### config.mk
export PLATFORM = sky130hd
export DESIGN_NAME = pcap_bus_frame_extractor_core
export DESIGN_NICKNAME = d
export VERILOG_FILES = /design/src/hdl/pbfe_pkg.sv /design/src/hdl/pcap_bus_frame_extractor_core.sv
export SDC_FILE = /design/constraint.sdc
export NUM_CORES = 1
export LEC_CHECK = 0
export BUFFER_PORTS_ARGS = -buffer_cell sky130_fd_sc_hd__buf_2
export CAP_MARGIN = 0
export CORE_UTILIZATION = 55
export CTS_BUF_LIST = sky130_fd_sc_hd__clkbuf_4 sky130_fd_sc_hd__clkbuf_8
export DETAILED_ROUTE_END_ITERATION = 10
export GPL_ROUTABILITY_DRIVEN = 0
export GPL_TIMING_DRIVEN = 0
export PLACE_DENSITY = 0.72
export SLEW_MARGIN = 20
export SYNTH_ARGS = -nofsm -noshare
export SYNTH_HDL_FRONTEND = slang
export SYNTH_SLANG_ARGS = --single-unit
export TNS_END_PERCENT = 20
### constraint.sdc
create_clock -name clk_i -period 10.1 [get_ports clk_i]
set_input_delay 0.505 -clock clk_i [delete_from_list [all_inputs] [get_ports clk_i]]
set_output_delay 0.505 -clock clk_i [all_outputs]
set_load 0.01 [all_outputs]
### src/hdl/pbfe_pkg.sv
// Package for the capture-stream frame extractor: codes, result types and helpers.
// Used by pcap_bus_frame_extractor_core; depends on nothing else.
package pbfe_pkg;

  localparam int unsigned MaxRecordLen = 65535;
  localparam int unsigned PosW = 17;

  localparam logic [31:0] MagicMicro     = 32'ha1b2c3d4;
  localparam logic [31:0] MagicNano      = 32'ha1b23c4d;
  localparam logic [31:0] MagicMicroSwap = 32'hd4c3b2a1;
  localparam logic [31:0] MagicNanoSwap  = 32'h4d3cb2a1;

  localparam logic [15:0] LinkCan      = 16'd227;
  localparam logic [15:0] LinkLin      = 16'd254;
  localparam logic [15:0] LinkEthernet = 16'd1;
  localparam logic [15:0] LinkFlexray  = 16'd259;

  typedef enum logic [1:0] {
    KIND_PAYLOAD = 2'd0,
    KIND_DESC    = 2'd1,
    KIND_DONE    = 2'd2,
    KIND_ERROR   = 2'd3
  } kind_e;

  typedef enum logic [1:0] {
    ERR_MAGIC     = 2'd0,
    ERR_TOO_LONG  = 2'd1,
    ERR_SHORT     = 2'd2,
    ERR_TRUNCATED = 2'd3
  } err_e;

  typedef enum logic [2:0] {
    BUS_CAN      = 3'd0,
    BUS_CANFD    = 3'd1,
    BUS_LIN      = 3'd2,
    BUS_ETHERNET = 3'd3,
    BUS_FLEXRAY  = 3'd4
  } bus_e;

  typedef enum logic [1:0] {
    PH_GLOBAL  = 2'd0,
    PH_RECHDR  = 2'd1,
    PH_PAYLOAD = 2'd2
  } phase_e;

  // Descriptor or error result.
  typedef struct packed {
    kind_e       kind;
    logic [2:0]  bus;
    logic [28:0] frame_id;
    logic [7:0]  length;
    logic [31:0] ts_seconds;
    logic [41:0] ts_nanos;
    logic        fr_channel;
    logic [5:0]  fr_cycle;
    logic        fr_static;
    logic [1:0]  error_code;
  } mid_t;

  // All results caused by one input transfer, in output order.
  typedef struct packed {
    logic       data_v;
    logic [7:0] data_byte;
    logic       mid_v;
    mid_t       mid;
    logic       fin_v;
  } entry_t;

  function automatic logic [31:0] byte_swap(input logic [31:0] v);
    byte_swap = {v[7:0], v[15:8], v[23:16], v[31:24]};
  endfunction

endpackage

### src/hdl/pcap_bus_frame_extractor_core.sv
// Top level of the capture-stream frame extractor: byte parser and result queue.
// Depends on pbfe_pkg.
//
// Channel   Dir  Bits  Contents
// s_axis    in   8+1   tdata: in_byte; tlast: end_of_file
// m_axis    out  136+3 tdata: result fields; tuser: kind; tlast: last
//
// One input byte is parsed per cycle; its up to three results are queued as one entry.
// Each result is a separate output transfer, so a byte with three results holds the output
// for three transfers. The two-entry queue sets input ready: no byte is taken while full.
// Reset returns the parser to the global header; end of file does the same.
// Stalls on the output side fill the queue and then hold the input.
module pcap_bus_frame_extractor_core (
  input  logic         clk_i,
  input  logic         rst_ni,
  input  logic         s_axis_tvalid_i,
  output logic         s_axis_tready_o,
  input  logic [7:0]   s_axis_tdata_i,   // [7:0] in_byte
  input  logic         s_axis_tlast_i,   // end_of_file
  output logic         m_axis_tvalid_o,
  input  logic         m_axis_tready_i,
  // [7:0] data_byte, [10:8] bus, [39:11] frame_id, [47:40] length,
  // [79:48] ts_seconds, [121:80] ts_nanos, [122] fr_channel, [128:123] fr_cycle,
  // [129] fr_static, [131:130] error_code, [135:132] zero
  output logic [135:0] m_axis_tdata_o,
  output logic [1:0]   m_axis_tuser_o,   // [1:0] kind
  output logic         m_axis_tlast_o    // last
);

  localparam logic [pbfe_pkg::PosW-1:0] MaxLen = pbfe_pkg::PosW'(pbfe_pkg::MaxRecordLen);

  // Parser state.
  pbfe_pkg::phase_e          phase_q, phase_d;
  logic [pbfe_pkg::PosW-1:0] pos_q, pos_d;
  logic [31:0]               word_q, word_d;
  logic                      be_q, be_d;
  logic                      micro_q, micro_d;
  logic [15:0]               link_q, link_d;
  logic [31:0]               sec_q, sec_d;
  logic [31:0]               frac_q, frac_d;
  logic [41:0]               nanos_q;
  logic [pbfe_pkg::PosW-1:0] rlen_q, rlen_d;
  logic [7:0]                slot_q [8];
  logic [7:0]                slot_d [8];
  logic                      halted_q, halted_d;

  pbfe_pkg::entry_t          ent;

  logic in_xfer;
  logic out_xfer;

  // Parse one byte and collect its results.
  always_comb begin
    logic [31:0]               wa;
    logic [31:0]               w;
    logic [7:0]                b;
    logic [pbfe_pkg::PosW-1:0] p;
    logic [pbfe_pkg::PosW-1:0] len;
    logic [pbfe_pkg::PosW:0]   lim;
    logic [7:0]                dlc;
    logic [3:0]                lm;
    logic [7:0]                fm;
    logic [6:0]                ft;
    logic [10:0]               fid;
    logic                      ok;
    logic                      skip;
    logic                      frerr;

    b = s_axis_tdata_i;
    p = pos_q;
    len = rlen_q;
    phase_d = phase_q;
    pos_d = pos_q;
    word_d = word_q;
    be_d = be_q;
    micro_d = micro_q;
    link_d = link_q;
    sec_d = sec_q;
    frac_d = frac_q;
    rlen_d = rlen_q;
    slot_d = slot_q;
    halted_d = halted_q;
    ent = '0;
    wa = {b, word_q[31:8]};
    w = be_q ? pbfe_pkg::byte_swap(wa) : wa;
    lim = '0;
    dlc = '0;
    lm = '0;
    fm = '0;
    ft = '0;
    fid = '0;
    ok = 1'b0;
    skip = 1'b0;
    frerr = 1'b0;

    if (!halted_q) begin
      unique case (phase_q)
        pbfe_pkg::PH_GLOBAL: begin
          word_d = wa;
          if (p == pbfe_pkg::PosW'(3)) begin
            be_d = (wa == pbfe_pkg::MagicMicroSwap) || (wa == pbfe_pkg::MagicNanoSwap);
            micro_d = (wa == pbfe_pkg::MagicMicro) || (wa == pbfe_pkg::MagicMicroSwap);
            if (wa != pbfe_pkg::MagicMicro && wa != pbfe_pkg::MagicNano &&
                wa != pbfe_pkg::MagicMicroSwap && wa != pbfe_pkg::MagicNanoSwap) begin
              ent.mid_v = 1'b1;
              ent.mid.kind = pbfe_pkg::KIND_ERROR;
              ent.mid.error_code = pbfe_pkg::ERR_MAGIC;
              halted_d = 1'b1;
            end
          end
          if (p >= pbfe_pkg::PosW'(23)) begin
            link_d = w[15:0];
            phase_d = pbfe_pkg::PH_RECHDR;
            pos_d = '0;
          end else begin
            pos_d = p + 1'b1;
          end
        end
        pbfe_pkg::PH_RECHDR: begin
          word_d = wa;
          if (p == pbfe_pkg::PosW'(3)) sec_d = w;
          if (p == pbfe_pkg::PosW'(7)) frac_d = w;
          if (p == pbfe_pkg::PosW'(11)) begin
            rlen_d = (w > 32'(pbfe_pkg::MaxRecordLen)) ? MaxLen + 1'b1 : w[pbfe_pkg::PosW-1:0];
          end
          if (p >= pbfe_pkg::PosW'(15)) begin
            ok = (link_q == pbfe_pkg::LinkCan && len >= pbfe_pkg::PosW'(8)) ||
                 (link_q == pbfe_pkg::LinkLin && len >= pbfe_pkg::PosW'(5)) ||
                 (link_q == pbfe_pkg::LinkEthernet && len >= pbfe_pkg::PosW'(14)) ||
                 (link_q == pbfe_pkg::LinkFlexray && len >= pbfe_pkg::PosW'(2));
            if (len > MaxLen) begin
              ent.mid_v = 1'b1;
              ent.mid.kind = pbfe_pkg::KIND_ERROR;
              ent.mid.error_code = pbfe_pkg::ERR_TOO_LONG;
              halted_d = 1'b1;
            end else if (!ok) begin
              ent.mid_v = 1'b1;
              ent.mid.kind = pbfe_pkg::KIND_ERROR;
              ent.mid.error_code = pbfe_pkg::ERR_SHORT;
              halted_d = 1'b1;
            end else begin
              phase_d = pbfe_pkg::PH_PAYLOAD;
              pos_d = '0;
              for (int i = 0; i < 8; i++) slot_d[i] = '0;
            end
          end else begin
            pos_d = p + 1'b1;
          end
        end
        default: begin
          // Capture the header bytes that the descriptor needs.
          if (p == pbfe_pkg::PosW'(0))  slot_d[0] = b;
          if (p == pbfe_pkg::PosW'(1))  slot_d[1] = b;
          if (p == pbfe_pkg::PosW'(2))  slot_d[2] = b;
          if (p == pbfe_pkg::PosW'(3))  slot_d[3] = b;
          if (p == pbfe_pkg::PosW'(4))  slot_d[4] = b;
          if (p == pbfe_pkg::PosW'(6))  slot_d[5] = b;
          if (p == pbfe_pkg::PosW'(12)) slot_d[6] = b;
          if (p == pbfe_pkg::PosW'(13)) slot_d[7] = b;

          dlc = (slot_d[4] > 8'd64) ? 8'd64 : slot_d[4];
          lm = (slot_d[1][3:0] > 4'd8) ? 4'd8 : slot_d[1][3:0];
          ft = slot_d[0][6:0];
          fm = (len < pbfe_pkg::PosW'(7)) ? 8'd0 :
               ((len - pbfe_pkg::PosW'(7) > pbfe_pkg::PosW'(254)) ? 8'd254 :
                8'(len - pbfe_pkg::PosW'(7)));
          fid = {slot_d[3][3:0], slot_d[2][7:1]};

          if (link_q == pbfe_pkg::LinkCan) begin
            lim = (pbfe_pkg::PosW+1)'(8) + (pbfe_pkg::PosW+1)'(dlc);
            ent.data_v = p >= pbfe_pkg::PosW'(8) && {1'b0, p} < lim && {1'b0, len} >= lim;
          end else if (link_q == pbfe_pkg::LinkLin) begin
            lim = (pbfe_pkg::PosW+1)'(5) + (pbfe_pkg::PosW+1)'(lm);
            ent.data_v = p >= pbfe_pkg::PosW'(5) && {1'b0, p} < lim && {1'b0, len} >= lim;
          end else if (link_q == pbfe_pkg::LinkEthernet) begin
            ent.data_v = 1'b1;
          end else begin
            frerr = p == '0 && !(ft == 7'd2 || (ft == 7'd1 && len >= pbfe_pkg::PosW'(7)));
            skip = ft == 7'd2;
            lim = (pbfe_pkg::PosW+1)'(7) + (pbfe_pkg::PosW+1)'(fm);
            ent.data_v = !frerr && !skip && p >= pbfe_pkg::PosW'(7) && {1'b0, p} < lim;
          end
          ent.data_byte = b;

          if (frerr) begin
            ent.mid_v = 1'b1;
            ent.mid.kind = pbfe_pkg::KIND_ERROR;
            ent.mid.error_code = pbfe_pkg::ERR_SHORT;
            halted_d = 1'b1;
          end else if ({1'b0, p} + 1'b1 >= {1'b0, len}) begin
            phase_d = pbfe_pkg::PH_RECHDR;
            pos_d = '0;
            if (!skip) begin
              ent.mid_v = 1'b1;
              ent.mid.kind = pbfe_pkg::KIND_DESC;
              ent.mid.ts_seconds = sec_q;
              ent.mid.ts_nanos = nanos_q;
              if (link_q == pbfe_pkg::LinkCan) begin
                ent.mid.bus = slot_d[0][7] ? pbfe_pkg::BUS_CANFD : pbfe_pkg::BUS_CAN;
                ent.mid.frame_id = {slot_d[0][4:0], slot_d[1], slot_d[2], slot_d[3]};
                ent.mid.length = dlc;
              end else if (link_q == pbfe_pkg::LinkLin) begin
                ent.mid.bus = pbfe_pkg::BUS_LIN;
                ent.mid.frame_id = 29'(slot_d[2]);
                ent.mid.length = 8'(lm);
              end else if (link_q == pbfe_pkg::LinkEthernet) begin
                ent.mid.bus = pbfe_pkg::BUS_ETHERNET;
                ent.mid.frame_id = 29'({slot_d[6], slot_d[7]});
                ent.mid.length = (len > pbfe_pkg::PosW'(255)) ? 8'd255 : len[7:0];
              end else begin
                ent.mid.bus = pbfe_pkg::BUS_FLEXRAY;
                ent.mid.frame_id = 29'(fid);
                ent.mid.length = fm;
                ent.mid.fr_channel = slot_d[0][7];
                ent.mid.fr_cycle = slot_d[5][5:0];
                ent.mid.fr_static = fid >= 11'd1 && fid <= 11'd31;
              end
            end
          end else begin
            pos_d = p + 1'b1;
          end
        end
      endcase
    end

    // End of file: report an unfinished header or record, then restart.
    if (s_axis_tlast_i) begin
      if (!halted_d) begin
        if (phase_d == pbfe_pkg::PH_GLOBAL) begin
          ent.mid_v = 1'b1;
          ent.mid.kind = pbfe_pkg::KIND_ERROR;
          ent.mid.error_code = (pos_d < pbfe_pkg::PosW'(4)) ? pbfe_pkg::ERR_MAGIC
                                                             : pbfe_pkg::ERR_TRUNCATED;
        end else if (phase_d == pbfe_pkg::PH_PAYLOAD || pos_d != '0) begin
          ent.mid_v = 1'b1;
          ent.mid.kind = pbfe_pkg::KIND_ERROR;
          ent.mid.error_code = pbfe_pkg::ERR_TRUNCATED;
        end
      end
      ent.fin_v = 1'b1;
      phase_d = pbfe_pkg::PH_GLOBAL;
      pos_d = '0;
      word_d = '0;
      be_d = 1'b0;
      micro_d = 1'b1;
      link_d = '0;
      sec_d = '0;
      frac_d = '0;
      rlen_d = '0;
      for (int i = 0; i < 8; i++) slot_d[i] = '0;
      halted_d = 1'b0;
    end
  end

  // Result queue: two entries, each holding all results of one byte.
  pbfe_pkg::entry_t q_q [2];
  logic             wr_q, rd_q;
  logic [1:0]       cnt_q;
  pbfe_pkg::entry_t head;
  logic             push, pop;
  logic [2:0]       flags;

  assign s_axis_tready_o = cnt_q != 2'd2;
  assign in_xfer = s_axis_tvalid_i && s_axis_tready_o;
  assign head = q_q[rd_q];
  assign flags = {head.data_v, head.mid_v, head.fin_v};
  assign m_axis_tvalid_o = cnt_q != 2'd0;
  assign out_xfer = m_axis_tvalid_o && m_axis_tready_i;
  assign push = in_xfer && (ent.data_v || ent.mid_v || ent.fin_v);
  assign pop = out_xfer && ($countones(flags) == 1);

  // Present the first pending result of the head entry.
  always_comb begin
    m_axis_tdata_o = '0;
    m_axis_tuser_o = pbfe_pkg::KIND_DONE;
    m_axis_tlast_o = $countones(flags) == 1;
    if (head.data_v) begin
      m_axis_tuser_o = pbfe_pkg::KIND_PAYLOAD;
      m_axis_tdata_o[7:0] = head.data_byte;
    end else if (head.mid_v) begin
      m_axis_tuser_o = head.mid.kind;
      m_axis_tdata_o[10:8] = head.mid.bus;
      m_axis_tdata_o[39:11] = head.mid.frame_id;
      m_axis_tdata_o[47:40] = head.mid.length;
      m_axis_tdata_o[79:48] = head.mid.ts_seconds;
      m_axis_tdata_o[121:80] = head.mid.ts_nanos;
      m_axis_tdata_o[122] = head.mid.fr_channel;
      m_axis_tdata_o[128:123] = head.mid.fr_cycle;
      m_axis_tdata_o[129] = head.mid.fr_static;
      m_axis_tdata_o[131:130] = head.mid.error_code;
    end
  end

  // Control registers.
  always_ff @(posedge clk_i or negedge rst_ni) begin
    if (!rst_ni) begin
      phase_q <= pbfe_pkg::PH_GLOBAL;
      pos_q <= '0;
      word_q <= '0;
      be_q <= 1'b0;
      micro_q <= 1'b1;
      link_q <= '0;
      sec_q <= '0;
      frac_q <= '0;
      rlen_q <= '0;
      for (int i = 0; i < 8; i++) slot_q[i] <= '0;
      halted_q <= 1'b0;
      wr_q <= 1'b0;
      rd_q <= 1'b0;
      cnt_q <= '0;
    end else begin
      if (in_xfer) begin
        phase_q <= phase_d;
        pos_q <= pos_d;
        word_q <= word_d;
        be_q <= be_d;
        micro_q <= micro_d;
        link_q <= link_d;
        sec_q <= sec_d;
        frac_q <= frac_d;
        rlen_q <= rlen_d;
        slot_q <= slot_d;
        halted_q <= halted_d;
      end
      if (push) wr_q <= ~wr_q;
      if (pop) rd_q <= ~rd_q;
      cnt_q <= cnt_q + {1'b0, push} - {1'b0, pop};
    end
  end

  // Payload registers: queue slots and the scaled timestamp fraction.
  always_ff @(posedge clk_i) begin
    nanos_q <= micro_q ? 42'(frac_q) * 42'd1000 : 42'(frac_q);
    if (push) q_q[wr_q] <= ent;
    if (out_xfer && !pop) begin
      if (head.data_v) q_q[rd_q].data_v <= 1'b0;
      else q_q[rd_q].mid_v <= 1'b0;
    end
  end

  // Queued entries always carry at least one pending result.
  assert property (@(posedge clk_i) disable iff (!rst_ni)
    m_axis_tvalid_o |-> flags != 3'b000)
    else $error("queued entry has no pending result");

  assert property (@(posedge clk_i) disable iff (!rst_ni)
    cnt_q <= 2'd2)
    else $error("result queue count out of range");

  // A finished-stream result is always the last one of its byte.
  assert property (@(posedge clk_i) disable iff (!rst_ni)
    (m_axis_tvalid_o && m_axis_tuser_o == pbfe_pkg::KIND_DONE) |-> m_axis_tlast_o)
    else $error("stream finished is not last");

  // End of file always leaves the parser at the global header.
  assert property (@(posedge clk_i) disable iff (!rst_ni)
    (in_xfer && s_axis_tlast_i) |=> (phase_q == pbfe_pkg::PH_GLOBAL && !halted_q))
    else $error("parser did not restart after end of file");

endmodule
==> impl_metrics.py, run 1 <==
metrics = {
    "cts": {
        "htreeDepth": 3,
        "numCtsBuffers": 84,
        "ctsHoldBuffers": 1,
        "post_cts_buffers": 0,
        "insertion_delay_ps": 730,
        "cts_tree": "yes",
        "cts.sinks": 525,
        "cts_resized": 0,
        "cts-root-buf": "clkbuf_8",
        "clock_path_buffers": 3,
        "path_clk_slew_ps": 60,
    },
    "floorplan": {
        "die-area_um2": 57000,
        "die_width_um": 239,
        "die_y_um": 239,
        "initial_utilization_pct": 55.9,
        "core_area_um2": 55200,
        "rows": 86,
        "ios": 154,
    },
    "worst_setup_path": {
        "endpoint_kind": "flip-flop",
        "cp-start-kind": "flip-flop",
        "crit_path_max_fanout": 21,
        "cp_slowest_stage_delay_ps": 660,
        "crit_required_ps": 10510,
        "arrival_ps": 8060,
        "crit_type": "flip-flop to flip-flop",
        "cp_slowest_cell": "a21boi_4",
        "crit_path_frequent_cell": "buf_16",
    },
    "power": {
        "p_sw_share_pct": 42.4,
        "seq_power_share_pct": 27.5,
        "vdd_drop_max_mv": 0.724,
        "switching_power_uw": 4770,
        "p_leak_uw": 0.0152,
        "clkPwrFrac_pct": 19.0,
        "intPower_uw": 6470,
        "comb_power_share_pct": 53.6,
        "p_per_area_nw_per_um2": 321,
    },
    "yosys": {
        "syn_area_um2": 30800,
        "synth_edf_count": 270,
        "synth_top_family_by_area": "simple AND/OR/NAND/NOR gates",
        "synth_xor_area_share_pct": 1.70,
        "muxShareOfSynthArea_pct": 9.95,
        "synthDistinctLibCells": 90,
        "syn_inst": 2791,
        "synthAdderAreaFrac_pct": 13.7,
        "ys_ff_latch": 525,
        "synth_compound_area_share_pct": 11.2,
        "yosysWarnings": 0,
        "synth-seq-area-share_pct": 46.2,
        "synth_simple_gate_area_share_pct": 14.3,
        "synthArstFlopShare_pct": 39.8,
        "ys.flop_type": "edfxtp_1",
        "avgSynthCellArea_um2": 11.1,
    },
    "route": {
        "num_vias": 23800,
        "firstDrtPassIters": 8,
        "vias_per_cell": 6.14,
        "drtIter0Drc": 2486,
        "antenna_left": 0,
        "routed_wl_mm": 85.6,
        "drc_errors": 0,
        "wl_per_cell_um": 22.1,
    },
    "hold_path": {
        "hold_path_class": "input pin to flip-flop",
    },
    "layout": {
        "fin_nets": 3329,
        "layout-area-overhead-vs-synth_pct": 13.6,
        "ff_latch_area_um2": 14300,
        "finalInstanceArea_um2": 35000,
        "multi_input_area_um2": 15700,
        "n_fill_cell": 4346,
        "final_layout_size_suffix_gt1_share_pct": 15.1,
    },
    "global_route": {
        "gr-total-overflow": 0,
        "grt_pass1_wl_mm": 135,
        "antenna_found_initial": 3,
        "grtUsageMet1_pct": 39.2,
        "met3_usage_pct": 7.33,
        "grt_busiest_layer": "met2",
        "grt_pass1_vias": 24300,
        "grtUsageTotal_pct": 30.8,
        "met2_usage_pct": 49.3,
        "grt_max_degree": 95,
    },
    "timing": {
        "post-route-period-util_pct": 75.8,
        "fin_skew_ps": 52.7,
        "fmax_mhz": 131,
        "hold_ws_ps": 62.9,
        "fin_crit_ps": 7660,
        "relSlewSlack_pct": 18.6,
        "rsz0062_at_grt": "no",
        "finalHoldViolations": 0,
        "setup_viol": 0,
        "tightestPinTransition_ps": 1210,
        "final_max_slew_viol_count": 0,
    },
    "placed_design": {
        "placed_area_um2": 33000,
        "port-buffer-count": 148,
        "dp_hpwl_mm": 64.6,
    },
    "job": {
        "cap_violations": 0,
    },
    "run_status": {
        "status": "complete, no violations",
    },
}
==> area by class of cell <==
cell class	count	share of cell area [%]
clock buffer	118	4.19
timing repair buffer	166	3.45
inverter	75	0.804
tap	748	2.67
clock inverter	39	1.46
multi-input combinational	2045	44.9
antenna	4	0.0286
buffer	152	1.73
sequential	525	40.7
==> path summary, 6_finish.rpt <==
kind                                     start    endpoint  slack (ps)  cells after the start
worst max register to register       rlen_q[1]  q_q[1][49]        2440                     26
max in group asynchronous               rst_ni  slot_q[18]        8560                      4
worst min-delay path            s_axis_tlast_i   q_q[1][0]          60                      1
worst max-delay path                 rlen_q[1]  q_q[1][49]        2440                     26
min in group asynchronous               rst_ni    pos_q[3]         310                      2
worst min register to register        sec_q[3]    sec_q[3]         480                      2
==> metrics by stage <==
step / setup TNS (ps) / total power (µW) / utilization, % / worst slack [ps] / cells
2_1_floorplan: 0 / 7390 / - / 942 / 2797
3_3_place_gp: -478570 / 8870 / 58.9 / -2120 / 3693
3_5_place_dp: 0 / 9080 / 59.8 / 2690 / 3710
4_1_cts: 0 / 11300 / 63.4 / 2650 / 3868
5_1_grt: 0 / 12100 / 63.4 / 2010 / 3870
6_report: 0 / 11200 / 63.4 / 2440 / 3872
==> power groups by stage <==
stage | registers, µW | clock network [µW] | logic [µW]
floorplan | 3010 | 0 | 4370
global placement | 3150 | 0 | 5720
detailed placement | 3120 | 0 | 5960
CTS | 3080 | 2160 | 6010
global route | 3130 | 2250 | 6750
finish | 3080 | 2130 | 6020
==> per-layer routing <==
layer	share of wire [%]	wire length, µm	up-vias
li1	-	-	10700
met1	40	34000	11700
met2	46	39500	1143
met3	9.0	7710	317
met4	5.1	4330	4
met5	0.026	22	-
==> flip-flops by register name, summed over array words and instances (netlist names) <==
register and cells:
be_q 1, cnt_q 2, frac_q 32, halted_q 1, link_q 16, micro_q 1
nanos_q 42, phase_q 2, pos_q 17, q_q 274, rd_q 1, rlen_q 17
sec_q 32, slot_q 62, word_q 24, wr_q 1
==> placed cells by master, fill, tap and decap left out, types with 52 or more instances in the layout <==
cell	instances
clkbuf_8	93
ha_1	148
a22o_1	67
o21ai_0	114
and2_1	86
nor2_1	275
fa_1	119
edfxtp_1	270
nand3_1	52
mux2_2	89
clkbuf_1	130
inv_1	73
mux2i_1	205
a21oi_1	108
nand2_1	239
buf_2	150
dfrtp_1	208
==> kinds of logic (layout without fill, tap and decap cells) <==
logic type,count (synthesis),count (layout)
compound gates,516,516
fa+ha+maj,267,267
xor+xnor,60,60
flops,525,525
other cells,2,12
buf+inv,227,550
mux,295,295
simple gates,899,899
==> cell usage after synthesis, types with 6 or more instances <==
library cell  instances  area [µm²]
nor2_1              275        1030
edfxtp_1            270        8110
nand2_1             239         897
dfrtp_1             208        5200
mux2i_1             205        2050
ha_1                148        1850
clkbuf_1            132         495
fa_1                119        2380
o21ai_0             114         571
a21oi_1             108         541
mux2_2               89        1000
and2_1               86         538
inv_1                73         274
a22o_1               67         587
nand3_1              52         260
dfxtp_1              46         921
nor3_1               46         230
o31ai_1              39         293
xnor2_1              38         333
nand4_1              28         175
a211oi_1             25         188
or2_2                25         156
and3_1               24         150
nor4_1               22         138
xor2_1               22         193
nor2b_1              19         119
a21o_1               18         135
a22oi_1              16         120
a31oi_1              16         100
nand2b_1             14        87.6
or3_1                13        81.3
buf_1                11        41.3
o21ai_1              10        50.1
o22ai_1              10        62.6
and4_1                9        78.8
o211ai_1              9        67.6
o21a_1                9        67.6
or4_1                 9        67.6
o21bai_1              8        60.1
o22a_1                6        52.6
o31a_1                6        52.6
==> worst max-delay path, delay by kind of cell (launching register included) <==
family | cells | cell delay [ps]
buffers and inverters | 6 | 1630
AO/OA/AOI/OAI | 9 | 2800
flip-flops | 1 | 410
multiplexers | 1 | 360
AND/OR/NAND/NOR | 8 | 1530
adder cells (fa/ha/maj) | 2 | 570
(Power assumes the default switching activity.)
==> run 2: changes to the inputs <==
clock period = 7.7 ns   (was 10.1 ns; I/O delays follow)
==> run 2 against run 1 <==
Effect of this change: global-route usage down 0.34 points; critical path depth shrank 1; sequential share of layout area rose by 0.064 points; clock power rose by 21%; hold slack better by 54 ps; power is 29% higher; utilization is 0.10 points lower; critical endpoint is now q_q[0][49]; largest cell class unchanged; highest routed layer unchanged.
==> impl_metrics.py, run 2 (synthesis gave the netlist of run 1 again) <==
metrics = {
    "timing": {
        "relSlewSlack_pct": 19.7,
        "final_max_slew_viol_count": 0,
        "fmax_mhz": 136,
        "fin_skew_ps": 42.4,
        "tightestPinTransition_ps": 1200,
        "post-route-period-util_pct": 95.8,
        "setup_viol": 0,
        "rsz0062_at_grt": "no",
        "fin_crit_ps": 7370,
        "finalHoldViolations": 0,
    },
    "layout": {
        "layout-area-overhead-vs-synth_pct": 13.4,
        "largest_reg_flops": 274,
        "final_layout_size_suffix_gt1_share_pct": 15.5,
        "regMostFlops": "q_q",
        "layout_commonest_cell": "nor2_1",
        "n_fill_cell": 4316,
        "finalInstanceArea_um2": 35000,
        "reg_top3": "q_q: 274 flops, slot_q: 62 flops, nanos_q: 42 flops",
        "final_cell_mix": "nor2_1 (275), edfxtp_1 (270), nand2_1 (239)",
        "fin_nets": 3337,
    },
    "route": {
        "routed_wl_mm": 86.1,
        "antenna_left": 0,
        "vias_per_cell": 6.17,
        "firstDrtPassIters": 9,
        "num_vias": 23900,
        "drtIter0Drc": 2658,
        "drc_errors": 0,
        "wl_per_cell_um": 22.2,
    },
    "cts": {
        "insertion_delay_ps": 700,
        "cts_tree": "yes",
        "cts.sinks": 525,
        "numCtsBuffers": 86,
        "clock_path_buffers": 3,
        "htreeDepth": 3,
        "path_clk_slew_ps": 60,
        "cts-root-buf": "clkbuf_8",
    },
    "power": {
        "vdd_drop_max_mv": 0.951,
        "power.total_uw": 14500,
        "p_leak_uw": 0.0152,
        "p_per_area_nw_per_um2": 415,
    },
    "global_route": {
        "grt_pass1_vias": 24200,
        "grtUsageTotal_pct": 30.5,
        "gr-total-overflow": 0,
        "grt_max_degree": 91,
        "grt_pass1_wl_mm": 134,
        "antenna_found_initial": 2,
    },
    "floorplan": {
        "rows": 86,
        "die-area_um2": 57000,
        "ios": 154,
        "initial_utilization_pct": 55.9,
        "die_y_um": 239,
        "die_width_um": 239,
        "core_area_um2": 55200,
    },
    "worst_setup_path": {
        "endpoint_kind": "flip-flop",
        "cp-start-kind": "flip-flop",
        "r2r_slack_ps": 330,
        "r2r_end": "q_q[0][49]",
        "reg2regPathDepth": 25,
        "crit_required_ps": 8080,
        "crit_path_max_fanout": 23,
        "endpoint": "q_q[0][49]",
        "critPathLaunch": "rlen_q[1]",
        "r2r_start": "rlen_q[1]",
        "arrival_ps": 7760,
        "crit_type": "flip-flop to flip-flop",
    },
    "placed_design": {
        "placed_area_um2": 33000,
        "dp_hpwl_mm": 65.1,
        "port-buffer-count": 148,
    },
    "run_status": {
        "status": "complete, no violations",
    },
    "hold_path": {
        "hold_path_class": "input pin to flip-flop",
    },
    "job": {
        "cap_violations": 0,
    },
}
==> run 2: critical path, stage by stage (launching register included) <==
cell and delay (ps):
dfrtp_1 440, clkbuf_1 460, a311o_1 460, nor4_1 90, a311oi_1 440, nor4_1 170
nor4_2 410, clkbuf_1 410, nand2_1 210, ha_1 280, a21oi_1 130, o21ai_0 110
nor2_1 160, mux2_2 370, ha_1 290, nand3_1 90, nand2_1 50, a211o_1 310
nor3b_1 240, a31oi_1 120, a41oi_1 270, a41oi_2 310, a21oi_4 550, buf_16 240
buf_16 190, buf_16 190
==> run 2: worst min path at each step <==
| stage | start | slack [ps] | to | cells past startpoint |
|---|---|---|---|---|
| floorplan | rst_ni | 90 | be_q | 0 |
| global placement | q_q[0][136] | 450 | q_q[0][136] | 1 |
| detailed placement | rst_ni | 320 | sec_q[11] | 1 |
| CTS | m_axis_tready_i | 80 | rd_q | 3 |
| global route | m_axis_tready_i | 140 | rd_q | 3 |
| finish | m_axis_tready_i | 120 | rd_q | 3 |
==> run 2: metal layers <==
| metal | global-route usage [%] | vias to the layer above | wire [µm] |
|---|---|---|---|
| met5 | 0 | - | 13 |
| met4 | 15.1 | 2 | 4750 |
| met3 | 6.74 | 351 | 7950 |
| met2 | 48.9 | 1254 | 39500 |
| met1 | 39.0 | 11600 | 33900 |
| li1 | - | 10700 | - |
==> run 2: report_power, final <==
part | switching, µW | internal, µW
Clock | 1140 | 1430
Combinational | 4580 | 3320
Sequential | 485 | 3560
==> run 2: through the flow <==
step                worst slack (ps)  hold slack [ps]  setup TNS (ps)  instances  util [%]
detailed placement               401              324               0       3710      59.8
global placement               -2140              452         -533100       3693      59.0
CTS                              308             83.1               0       3873      63.2
floorplan                       94.8             89.4               0       2797         -
global route                    45.2              144               0       3878      63.3
finish                           325              117               0       3880      63.3
==> run 2: timing repair <==
action                                  CTS  global route
endpoints found under the setup margin    0            94
setup buffers                             0             5
resized for setup                         0             1
hold buffers                              2             0
hold endpoints to repair                 51             0
==> run 2: area by class of cell <==
cell class	count	area, µm²	area share [%]
flip-flops and latches	525	14300	40.8
plain buffers	152	607	1.74
well taps	748	936	2.68
repair buffers	172	1270	3.63
clock buffers	134	1630	4.67
multi-input cells	2045	15700	45.0
diodes	2	5.00	0.0143
inverters	75	282	0.805
clock inverters	27	233	0.666
